$ cat src/rtl/pps_pkg.sv
`default_nettype none
package pps_pkg;

	localparam int SLOTS  = 16;
	localparam int SLOT_W = (SLOTS > 1) ? $clog2(SLOTS) : 1;
	localparam int TIME_W = 16;
	localparam int ID_W   = 16;
	localparam int PRIO_W = 8;

	localparam logic [1:0] CMD_LOAD  = 2'd0;
	localparam logic [1:0] CMD_TICK  = 2'd1;
	localparam logic [1:0] CMD_CLEAR = 2'd2;

	typedef enum logic [2:0] {
		ST_IDLE,
		ST_FIND,
		ST_SCAN,
		ST_DRAIN,
		ST_FINISH,
		ST_EMIT
	} state_t;

	typedef struct packed {
		logic [ID_W-1:0]   ident;
		logic [TIME_W-1:0] arrival;
		logic [TIME_W-1:0] total;
		logic [TIME_W-1:0] remaining;
		logic [PRIO_W-1:0] prio;
	} slot_t;

	localparam int SLOT_BITS = $bits(slot_t);

	typedef struct packed {
		logic clear;
		logic check;
	} pick_ctl_t;

	typedef struct packed {
		logic              ran_valid;
		logic [ID_W-1:0]   ran_id;
		logic              done_res;
		logic [TIME_W-1:0] wait_ticks;
		logic [TIME_W-1:0] turnaround_ticks;
		logic              table_full;
	} res_t;

endpackage
`default_nettype wire

$ cat src/rtl/pps_ram.sv
`default_nettype none
module pps_ram #(
	parameter int WIDTH = 8,
	parameter int DEPTH = 16
) (
	input  wire logic                                      clk,
	input  wire logic                                      we,
	input  wire logic [((DEPTH > 1) ? $clog2(DEPTH) : 1)-1:0] waddr,
	input  wire logic [WIDTH-1:0]                          wdata,
	input  wire logic [((DEPTH > 1) ? $clog2(DEPTH) : 1)-1:0] raddr,
	output logic      [WIDTH-1:0]                          rdata
);

	logic [WIDTH-1:0] mem_q [DEPTH];

	always_ff @(posedge clk) begin
		if (we) begin
			mem_q[waddr] <= wdata;
		end
		rdata <= mem_q[raddr];
	end

endmodule
`default_nettype wire

$ cat src/rtl/pps_pick.sv
`default_nettype none
module pps_pick (
	input  wire logic                             clk,
	input  wire logic                             arst_n,
	input  wire pps_pkg::pick_ctl_t               ctl,
	input  wire logic [pps_pkg::SLOT_W-1:0]       slot,
	input  wire logic                             used,
	input  wire pps_pkg::slot_t                   entry,
	input  wire logic [pps_pkg::TIME_W-1:0]       now,
	output logic                                  found,
	output logic [pps_pkg::SLOT_W-1:0]            best_slot,
	output pps_pkg::slot_t                        best
);

	logic found_q;
	logic [pps_pkg::SLOT_W-1:0] best_slot_q;
	pps_pkg::slot_t best_q;
	logic ready_task;
	logic better;
	logic take;

	always_comb begin
		ready_task = used && (entry.remaining != '0) && (entry.arrival <= now);
		// strict compares keep the lower slot on a full tie
		better = !found_q || (entry.prio < best_q.prio) ||
			((entry.prio == best_q.prio) && (entry.arrival < best_q.arrival));
		take = ctl.check && ready_task && better;
	end

	always_ff @(posedge clk or negedge arst_n) begin
		if (!arst_n) begin
			found_q <= 1'b0;
		end else if (ctl.clear) begin
			found_q <= 1'b0;
		end else if (take) begin
			found_q <= 1'b1;
		end
	end

	always_ff @(posedge clk) begin
		if (take) begin
			best_slot_q <= slot;
			best_q      <= entry;
		end
	end

	assign found     = found_q;
	assign best_slot = best_slot_q;
	assign best      = best_q;

endmodule
`default_nettype wire

$ cat src/rtl/preemptive_priority_scheduler.sv
// Preemptive priority scheduler over a table of SLOTS process slots. Each input beat is a
// command: load a process into the lowest free slot, advance one tick, or clear the table
// and the tick counter; every beat gives exactly one result beat. A tick walks the slot
// RAM one slot per cycle through its single read port and keeps the best ready task in a
// compare unit. A load scans the used bits one slot per cycle. One beat is in work at a
// time; a finished result waits in the output register while the next beat is accepted.
`default_nettype none
module preemptive_priority_scheduler (
	input  wire logic                          clk,
	input  wire logic                          arst_n,
	input  wire logic                          in_valid,
	output logic                               in_ready,
	input  wire logic [1:0]                    cmd,
	input  wire logic [pps_pkg::ID_W-1:0]      proc_id,
	input  wire logic [pps_pkg::TIME_W-1:0]    arrival,
	input  wire logic [pps_pkg::TIME_W-1:0]    burst,
	input  wire logic [pps_pkg::PRIO_W-1:0]    prio,
	output logic                               out_valid,
	input  wire logic                          out_ready,
	output logic                               ran_valid,
	output logic [pps_pkg::ID_W-1:0]           ran_id,
	output logic                               done_res,
	output logic [pps_pkg::TIME_W-1:0]         wait_ticks,
	output logic [pps_pkg::TIME_W-1:0]         turnaround_ticks,
	output logic                               table_full
);

	localparam logic [pps_pkg::SLOT_W-1:0] LAST_SLOT = pps_pkg::SLOT_W'(pps_pkg::SLOTS - 1);

	pps_pkg::state_t state_q, state_d;

	pps_pkg::slot_t              load_q;
	logic [pps_pkg::SLOT_W-1:0]  idx_q;
	logic [pps_pkg::SLOTS-1:0]   used_q;
	logic [pps_pkg::TIME_W-1:0]  now_q;
	logic                        chk_s1;
	logic [pps_pkg::SLOT_W-1:0]  slot_s1;
	logic                        used_s1;
	pps_pkg::res_t               res_q;
	pps_pkg::res_t               out_q;
	logic                        out_valid_q;

	logic                        ram_we;
	logic [pps_pkg::SLOT_W-1:0]  ram_waddr;
	pps_pkg::slot_t              ram_wdata;
	pps_pkg::slot_t              ram_rdata;

	pps_pkg::pick_ctl_t          pick_ctl;
	logic                        found;
	logic [pps_pkg::SLOT_W-1:0]  best_slot;
	pps_pkg::slot_t              best;

	logic                        accept;
	logic                        out_free;
	logic                        last;
	logic [pps_pkg::TIME_W:0]    fin_w;
	logic [pps_pkg::TIME_W:0]    turn_w;
	logic [pps_pkg::TIME_W:0]    wait_w;
	logic [pps_pkg::TIME_W-1:0]  turn_sat;
	logic [pps_pkg::TIME_W-1:0]  wait_sat;
	logic [pps_pkg::TIME_W-1:0]  rem_dec;
	logic                        task_done;
	pps_pkg::slot_t              upd_entry;

	pps_ram #(
		.WIDTH(pps_pkg::SLOT_BITS),
		.DEPTH(pps_pkg::SLOTS)
	) u_slots (
		.clk  (clk),
		.we   (ram_we),
		.waddr(ram_waddr),
		.wdata(ram_wdata),
		.raddr(idx_q),
		.rdata(ram_rdata)
	);

	pps_pick u_pick (
		.clk      (clk),
		.arst_n   (arst_n),
		.ctl      (pick_ctl),
		.slot     (slot_s1),
		.used     (used_s1),
		.entry    (ram_rdata),
		.now      (now_q),
		.found    (found),
		.best_slot(best_slot),
		.best     (best)
	);

	// finish-time arithmetic on the chosen task
	always_comb begin
		fin_w    = {1'b0, now_q} + {{pps_pkg::TIME_W{1'b0}}, 1'b1};
		turn_w   = fin_w - {1'b0, best.arrival};
		wait_w   = turn_w - {1'b0, best.total};
		turn_sat = turn_w[pps_pkg::TIME_W] ? '1 : turn_w[pps_pkg::TIME_W-1:0];
		if (turn_w < {1'b0, best.total}) begin
			wait_sat = '0;
		end else begin
			wait_sat = wait_w[pps_pkg::TIME_W] ? '1 : wait_w[pps_pkg::TIME_W-1:0];
		end
		rem_dec   = best.remaining - {{(pps_pkg::TIME_W-1){1'b0}}, 1'b1};
		task_done = (rem_dec == '0);
		upd_entry = best;
		upd_entry.remaining = rem_dec;
	end

	assign accept   = in_valid && in_ready;
	assign out_free = !out_valid_q || out_ready;
	assign last     = (idx_q == LAST_SLOT);

	always_comb begin
		state_d        = state_q;
		in_ready       = 1'b0;
		ram_we         = 1'b0;
		ram_waddr      = idx_q;
		ram_wdata      = load_q;
		pick_ctl.clear = 1'b0;
		pick_ctl.check = chk_s1;
		unique case (state_q)
			pps_pkg::ST_IDLE: begin
				in_ready = 1'b1;
				if (in_valid) begin
					unique case (cmd)
						pps_pkg::CMD_LOAD: state_d = pps_pkg::ST_FIND;
						pps_pkg::CMD_TICK: begin
							state_d        = pps_pkg::ST_SCAN;
							pick_ctl.clear = 1'b1;
						end
						default: state_d = pps_pkg::ST_EMIT;
					endcase
				end
			end
			pps_pkg::ST_FIND: begin
				if (!used_q[idx_q]) begin
					ram_we  = 1'b1;
					state_d = pps_pkg::ST_EMIT;
				end else if (last) begin
					state_d = pps_pkg::ST_EMIT;
				end
			end
			pps_pkg::ST_SCAN: begin
				if (last) begin
					state_d = pps_pkg::ST_DRAIN;
				end
			end
			pps_pkg::ST_DRAIN: state_d = pps_pkg::ST_FINISH;
			pps_pkg::ST_FINISH: begin
				if (found) begin
					ram_we    = 1'b1;
					ram_waddr = best_slot;
					ram_wdata = upd_entry;
				end
				state_d = pps_pkg::ST_EMIT;
			end
			pps_pkg::ST_EMIT: begin
				if (out_free) begin
					state_d = pps_pkg::ST_IDLE;
				end
			end
			default: state_d = pps_pkg::ST_IDLE;
		endcase
	end

	always_ff @(posedge clk or negedge arst_n) begin
		if (!arst_n) begin
			state_q     <= pps_pkg::ST_IDLE;
			idx_q       <= '0;
			used_q      <= '0;
			now_q       <= '0;
			chk_s1      <= 1'b0;
			out_valid_q <= 1'b0;
		end else begin
			state_q <= state_d;
			chk_s1  <= (state_q == pps_pkg::ST_SCAN);
			if (state_q == pps_pkg::ST_EMIT && out_free) begin
				out_valid_q <= 1'b1;
			end else if (out_ready) begin
				out_valid_q <= 1'b0;
			end
			unique case (state_q)
				pps_pkg::ST_IDLE: begin
					if (accept) begin
						idx_q <= '0;
						if (cmd == pps_pkg::CMD_CLEAR) begin
							used_q <= '0;
							now_q  <= '0;
						end
					end
				end
				pps_pkg::ST_FIND: begin
					if (!used_q[idx_q]) begin
						used_q[idx_q] <= 1'b1;
					end else if (!last) begin
						idx_q <= idx_q + {{(pps_pkg::SLOT_W-1){1'b0}}, 1'b1};
					end
				end
				pps_pkg::ST_SCAN: idx_q <= idx_q + {{(pps_pkg::SLOT_W-1){1'b0}}, 1'b1};
				pps_pkg::ST_DRAIN: ;
				pps_pkg::ST_FINISH: begin
					now_q <= now_q + {{(pps_pkg::TIME_W-1){1'b0}}, 1'b1};
					if (found && task_done) begin
						used_q[best_slot] <= 1'b0;
					end
				end
				pps_pkg::ST_EMIT: ;
				default: ;
			endcase
		end
	end

	always_ff @(posedge clk) begin
		slot_s1 <= idx_q;
		used_s1 <= used_q[idx_q];
		if (accept) begin
			load_q.ident      <= proc_id;
			load_q.arrival    <= arrival;
			load_q.total      <= burst;
			load_q.remaining  <= burst;
			load_q.prio       <= prio;
			res_q             <= '0;
		end
		if (state_q == pps_pkg::ST_FIND && used_q[idx_q] && last) begin
			res_q.table_full <= 1'b1;
		end
		if (state_q == pps_pkg::ST_FINISH && found) begin
			res_q.ran_valid <= 1'b1;
			res_q.ran_id    <= best.ident;
			if (task_done) begin
				res_q.done_res         <= 1'b1;
				res_q.wait_ticks       <= wait_sat;
				res_q.turnaround_ticks <= turn_sat;
			end
		end
		if (state_q == pps_pkg::ST_EMIT && out_free) begin
			out_q <= res_q;
		end
	end

	assign out_valid        = out_valid_q;
	assign ran_valid        = out_q.ran_valid;
	assign ran_id           = out_q.ran_id;
	assign done_res         = out_q.done_res;
	assign wait_ticks       = out_q.wait_ticks;
	assign turnaround_ticks = out_q.turnaround_ticks;
	assign table_full       = out_q.table_full;

	a_done_ran: assert property (@(posedge clk) disable iff (!arst_n)
		out_valid && done_res |-> ran_valid)
		else $error("finished task reported without running");

	a_full_alone: assert property (@(posedge clk) disable iff (!arst_n)
		out_valid && table_full |-> !ran_valid && !done_res)
		else $error("rejected load carries tick fields");

	a_clear: assert property (@(posedge clk) disable iff (!arst_n)
		accept && cmd == pps_pkg::CMD_CLEAR |=> now_q == '0 && used_q == '0)
		else $error("clear left state behind");

	a_scan_drained: assert property (@(posedge clk) disable iff (!arst_n)
		in_ready |-> !chk_s1)
		else $error("compare pipeline busy while accepting a beat");

endmodule
`default_nettype wire
$ cat config.mk
export PLATFORM = sky130hd
export DESIGN_NAME = preemptive_priority_scheduler
export DESIGN_NICKNAME = d
export VERILOG_FILES = /design/src/rtl/pps_pkg.sv /design/src/rtl/pps_ram.sv /design/src/rtl/pps_pick.sv /design/src/rtl/preemptive_priority_scheduler.sv
export SDC_FILE = /design/constraint.sdc
export NUM_CORES = 2
export LEC_CHECK = 0
export BUFFER_PORTS_ARGS = -buffer_cell sky130_fd_sc_hd__buf_2
export CORE_MARGIN = 3
export CORE_UTILIZATION = 49
export CTS_BUF_LIST = sky130_fd_sc_hd__clkbuf_16
export CTS_CLUSTER_SIZE = 24
export DETAILED_ROUTE_END_ITERATION = 16
export PLACE_DENSITY = 0.65
export REMOVE_ABC_BUFFERS = 1
export SLEW_MARGIN = 5
export SYNTH_ARGS = -nofsm -noshare
export SYNTH_HDL_FRONTEND = slang
export SYNTH_SLANG_ARGS = --single-unit
$ cat constraint.sdc
create_clock -name clk -period 8.3 [get_ports clk]
set_input_delay 0.83 -clock clk [delete_from_list [all_inputs] [get_ports clk]]
set_output_delay 0.83 -clock clk [all_outputs]
set_load 0.005 [all_outputs]
* After elaboration in Yosys (flattened, before gate mapping)
Memories as Yosys holds them, arrays and structs flattened. A register that Yosys moved wholly into a read port is not among the register bits. Index checks and enable logic that the tools add are counted.
Word-level totals: memories 1, bits of input ports 62, output and inout bits 53, RAM bits 1152, memory bits (read-only) 0, latch bits 0, word-level logic and storage cells 146, bits in registers 281
Memory list:
- u_slots.mem_q | depth 16, bits a word 72, read ports 1, clocked after Yosys merged registers in 1, write ports 1, RTL line pps_ram.sv:14 | logic [WIDTH-1:0] mem_q [DEPTH];
Operators by class: muxes and demuxes 46, add/subtract/negate cells 6, equality and inequality tests 19, divide/modulo/power cells 0, $mul 0, $lt $le $gt $ge 8, shift operators 0, bitwise gates (word level) 3, reduce and logical (&&, ||, !) cells 32
Operators by type and width (count):
- two-way mux 72 bit | 2
- two-way mux 16 bit | 7
- two-way mux 50 bit | 1
- two-way mux 49 bit | 1
- one-hot mux 16 bit (3 select lines) | 1
- subtractor 17 x 16 -> 17 bit | 2
- two-way mux 33 bit | 1
- one-hot mux 16 bit (2 select lines) | 1
- two-way mux 4 bit | 5
- != test 2 bit, second input constant | 9
- one-hot mux 3 bit (6 select lines) | 1
- adder 16 x 1 -> 17 bit, second input constant | 1
- < comparator 17 x 16 -> 1 bit | 1
- adder 16 x 1 -> 16 bit, second input constant | 1
- bitwise AND 16 bit | 1
- less-or-equal comparator 16 bit | 1
- logical NOT 16 bit | 1
- < comparator 16 bit | 1
- NOT 16 bit | 1
- bitwise OR 16 bit | 1
- nonzero test 16 bit | 1
- subtractor 16 x 1 -> 16 bit, second input constant | 1
- two-way mux 1 bit | 15
- two-way mux 3 bit | 5
- other kinds (27) | 52

* Depth between registers and ports, before layout
word-level depth 8, depth in mapped cells 21, mapped depth without buffers 21

* Cells and area by module
From an unflattened synthesis, not the netlist that was laid out.
Second synthesis, totals: cell total of the unflattened synthesis 3060, area, all modules 58193.3 µm²
Modules (own cells, without submodules):
- pps_ram | cells each 1850, times used 1, seq. area each 36034.6 µm², area each 44551.5 µm²
- preemptive_priority_scheduler | cells each 986, times used 1, seq. area each 5520.3 µm², area each 10268.6 µm²
- pps_pick | cells each 224, times used 1, seq. area each 2307.2 µm², area each 3373.2 µm²

* Worst setup path before layout
No wires, ideal clock.
path kind register to register, start register now_q[9] (netlist name), end register u_pick.best_q, in the netlist u_pick.best[0] (enable), buffers on the path 0, setup time 0.626 ns, clock period less this slack 7.767 ns, arrival 7.141 ns, setup slack 0.533 ns, data required time 7.674 ns, stages on the path, launching flop included 11, cell sequence dfrtp_1 > inv_1 > ha_1 > a21o_1 > a21oi_1 > nor2b_1 > o21ai_0 > a21oi_1 > nand4b_1 > a21oi_1 > a21boi_0
On the way: word-level cells in the longest chain between the ends 4
Ends and longest elaborated chain:
- start: declaration | RTL line preemptive_priority_scheduler.sv:35 | logic [pps_pkg::TIME_W-1:0] now_q;
- start signal: assignment | RTL line preemptive_priority_scheduler.sv:200 | now_q <= now_q + {{(pps_pkg::TIME_W-1){1'b0}}, 1'b1};
- less-or-equal comparator 16 bit | RTL line pps_pick.sv:23 | ready_task = used && (entry.remaining != '0) && (entry.arrival <= now);
- logical AND 1 bit | RTL line pps_pick.sv:23
- logical AND 1 bit (2 in a row) | RTL line pps_pick.sv:27 | take = ctl.check && ready_task && better;
- net u_pick.take | RTL line pps_pick.sv:20 | logic take;
- end signal: assignment | RTL line pps_pick.sv:43 | best_q <= entry;
- end: declaration | RTL line pps_pick.sv:17 | pps_pkg::slot_t best_q;
The timed path passes the listed nets, and every way through them passes these cells. A chain may end at the register's enable or synchronous reset.

* Worst setup path after layout
start register idx_q[1] (netlist name), end memory u_slots.mem_q[10][32] (netlist name) (enable)
On the way: word-level cells in the longest chain between the ends 6, elaborated cells on any way between the ends 8, those cells by class 8 x mux
Ends and longest elaborated chain:
- start: declaration | RTL line preemptive_priority_scheduler.sv:33 | logic [pps_pkg::SLOT_W-1:0] idx_q;
- start signal: assignment | RTL line preemptive_priority_scheduler.sv:194 | idx_q <= idx_q + {{(pps_pkg::SLOT_W-1){1'b0}}, 1'b1};
- start signal: assignment | RTL line preemptive_priority_scheduler.sv:197 | pps_pkg::ST_SCAN: idx_q <= idx_q + {{(pps_pkg::SLOT_W-1){1'b0}}, 1'b1};
- binary-select mux 1 bit (select 4 bit) | RTL line preemptive_priority_scheduler.sv:134 | if (!used_q[idx_q]) begin
- two-way mux 1 bit (implied by the code) | RTL line preemptive_priority_scheduler.sv:134
- two-way mux 1 bit | RTL line preemptive_priority_scheduler.sv:134
- one-hot mux 1 bit (2 select lines) | RTL line preemptive_priority_scheduler.sv:119 | unique case (state_q)
- two-way mux 1 bit | RTL line pps_ram.sv:17 | if (we) begin
- two-way mux 1 bit (implied by the code) | RTL line pps_ram.sv:18 | mem_q[waddr] <= wdata;
- end: declaration | RTL line pps_ram.sv:14
Several ways; a longest one is shown, not always the timed one. The select of a mux whose other input is x is not followed.

==> key figures <==
Setup path
  • Crit start category: register
  • Crit Path Class: reg2reg
  • Critical path arrival: approximately 5.7 ns
  • CP required: between 8 and 9 ns
  • CP Capture Type: register
  • Critical path peak fanout: 73

Placed design
  • Gpl congestion: roughly 0.87
  • HPWL after DPL: 80,600 um
  • DP Area: 60,800 sq um
  • # port buffers: roughly 110

Clock network
  • TritonCTS clock tree: done
  • CTS Root Cell: clkbuf_16
  • TritonCTS buffer count: 153
  • Resize count post-CTS: 0
  • CTS clock-pin slew for the worst setup and hold paths: ~0.06 ns
  • Hold_buf cts: 0
  • TritonCTS Sinks: around 1,500
  • Setup bufs post-CTS: 0
  • Clk buf depth: 3
  • Clk_lat worst skew: between 0.7 and 0.8 ns
  • H-tree depth: 4

Routing
  • WL/cell: approximately 29 um
  • DR DRC count: 0
  • Post-route ant nets: 0
  • Via density: between 6 and 7
  • DR iter-0 viols: 3,221
  • DR pass1 iterations: 6
  • Drt total wl: approximately 140,000 um
  • DR vias: around 29,000

Timing
  • RSZ-0062 raised after global routing: no
  • Final Max Slew Viols: 0
  • Final setup skew: 0.0324 ns
  • Setup-failing EPs final: 0
  • Tightest Pin Transition: roughly 1.4 ns
  • WHS: between 0.2 and 0.25 ns
  • Slew margin rel.: under 10%
  • Setup TNS: 0 ns
  • Min Tclk post-route: about 5.4 ns
  • Max Clock Freq: ~0.19 GHz
  • Post-route clock period utilization: about two thirds
  • Fin. Hold Viols: 0

Final layout
  • Fin util: a little under three fifths
  • Fill count: about 8,500
  • Multi-input combinational cell area: approximately 14,000 sq um
  • Synth-to-layout area growth: 13.4%
  • Commonest non-fill, non-tap cell in the layout: edfxtp_1
  • Final instance area: approximately 66,000 sq um
  • Final net count: roughly 3,300
  • Most frequent cells in the layout: edfxtp_1, mux4_2, clkbuf_16, inv_1, buf_2
  • Share of layout cells above drive strength 1: ~25%
  • Sequential standard cell area: ~44,000 sq um

Power
  • Pleak: roughly 22 nW
  • VDD IR max: between 0.2 and 0.25 mV
  • PwrDens: ~320 nW/um^2

Status
  • Status: complete, no violations

GRT
  • First-pass GRT wire length: between 200,000 and 250,000 um
  • Global route overflow: 0
  • Number of global-route vias before repair: between 20,000 and 30,000
  • Largest net degree at the start of global routing: 168
  • Antenna violations before repair: 5
  • All-Layer GR Usage: between 20% and 30%

Synthesis
  • Area leader, netlist: edfxtp_1
  • Synthesized area: 58,000 sq um
  • #FFs+latches synth: between 1,500 and 2,000
  • Register area share after synthesis: between 70 and 80%
  • Area fraction of the dominant cell type after synthesis: 70.0%
  • Synth async-reset ratio: about 2.8%
  • Post-synth EDFFs: 1,351
  • Post-synthesis cell count: 2,862
  • Largest cells by area after synthesis: edfxtp_1, mux4_2, dfxtp_1, ha_1, dfrtp_1
  • Most used DFF post-synth: edfxtp_1
  • Unique masters post-synth: 63
  • Mean post-synth cell area: approximately 20 sq um
  • Yosys Warn Count: 0

Die
  • Core area: between 100,000 and 150,000 sq um
  • Ports: between 100 and 150
  • DIE AREA: 122,000 sq um
  • Initial Utilization: 49.6%
  • Row count: roughly 130
  • Die width: between 300 and 400 um
  • Die H: about 350 um

Flow run
  • Max Cap Viol: 0

Hold path
  • Hold Crit Class: in2reg
[stage by stage]
step / cells / total power [W] / setup slack (ns)
floorplan: 2745 / 0.0142 / -8.27
global placement: 4462 / 0.0147 / 2.99
detailed placement: 4465 / 0.0148 / 2.98
CTS: 4748 / 0.0214 / 2.95
global route: 4751 / 0.0222 / 2.68
finish: 4754 / 0.0212 / 2.93
[state kept, by name, indices dropped and copies added, names as in the netlist, 4 cells and up]
| name | cells |
|---|---|
| u_pick.best_slot | 4 |
| idx_q | 4 |
| res_q | 51 |
| u_pick.best | 72 |
| u_slots.rdata | 72 |
| u_slots.mem_q | 1152 |
| turnaround_ticks | 16 |
| used_q | 16 |
| load_q | 56 |
| ran_id | 16 |
| slot_s1 | 4 |
| now_q | 16 |
| wait_ticks | 16 |
[report_power, final]
group	switching, W	total, W	internal (W)
registers	0.000475	0.00973	0.00926
clock network	0.00285	0.00663	0.00379
logic	0.00264	0.00487	0.00224
[cells by family after synthesis]
family / share of synthesized area (%)
AO/OA/AOI/OAI: 3.13
multiplexers: 14.2
adder cells (fa/ha/maj): 2.08
XOR/XNOR: 0.755
buffers and inverters: 1.29
AND/OR/NAND/NOR: 2.88
flip-flops: 75.7
[synth_stat cells, drive strengths merged, types with 2 or more instances]
library cell and number:
nand4 15, clkbuf 79, nor3 15, a21o 27, nor2 88, and3 24, o21bai 4, a21boi 3
o22ai 5, edfxtp 1351, o21ai 106, nor2b 8, a22o 2, or4 3, fa 2, or2 3
inv 79, a31oi 13, a211oi 4, a2bb2oi 2, nor4 13, dfxtp 112, nand3 17, xnor2 33
and4b 2, nand2b 17, o31ai 3, dfrtp 42, nand3b 5, a21oi 110, o21a 8, mux4 365
buf 38, a211o 2, xor2 17, o2111ai 2, ha 93, or3 11, nand2 108, o211ai 14
and2 6
[layout make-up]
cell class	instances	area share (%)
sequential	1505	66.8
multi-input combinational	1161	20.6
clock buffer	155	5.90
tap	1524	2.90
timing repair buffer	199	1.86
clock inverter	128	1.53
inverter	79	0.461
antenna	3	0.0114
[path summary, 6_finish.rpt]
path                             from                     to  slack [ns]  cells past startpoint
setup reg to reg             idx_q[1]  u_slots.mem_q[10][32]        2.93                      9
hold / removal              burst[12]             load_q[20]        0.24                      1
setup / recovery             idx_q[1]  u_slots.mem_q[10][32]        2.93                      9
min in group asynchronous      arst_n              out_valid        0.26                      1
hold reg to reg            slot_s1[3]    u_pick.best_slot[3]        0.40                      0
max in group asynchronous      arst_n               idx_q[1]        7.28                      1
[worst max-delay path, stage by stage (launching register included)]
cell and delay (ns):
dfrtp_4 1.19, mux4_2 0.61, mux4_2 0.55, nor3_2 0.30, nand2b_1 0.16, nor2_2 0.20, o21ai_1 0.29, nor2_4 0.20
buf_4 0.64, buf_4 0.77
[metal layers]
metal | up-vias | routed length [um] | GRT usage (%) | part of all wire, %
li1 | 12177 | - | - | -
met1 | 15244 | 57500 | 33.1 | 42
met2 | 1308 | 66500 | 36.1 | 49
met3 | 185 | 10400 | 3.96 | 7.6
met4 | 0 | 2470 | 5.20 | 1.8
met5 | - | 0 | 0 | 0
(Power assumes the default switching activity.)
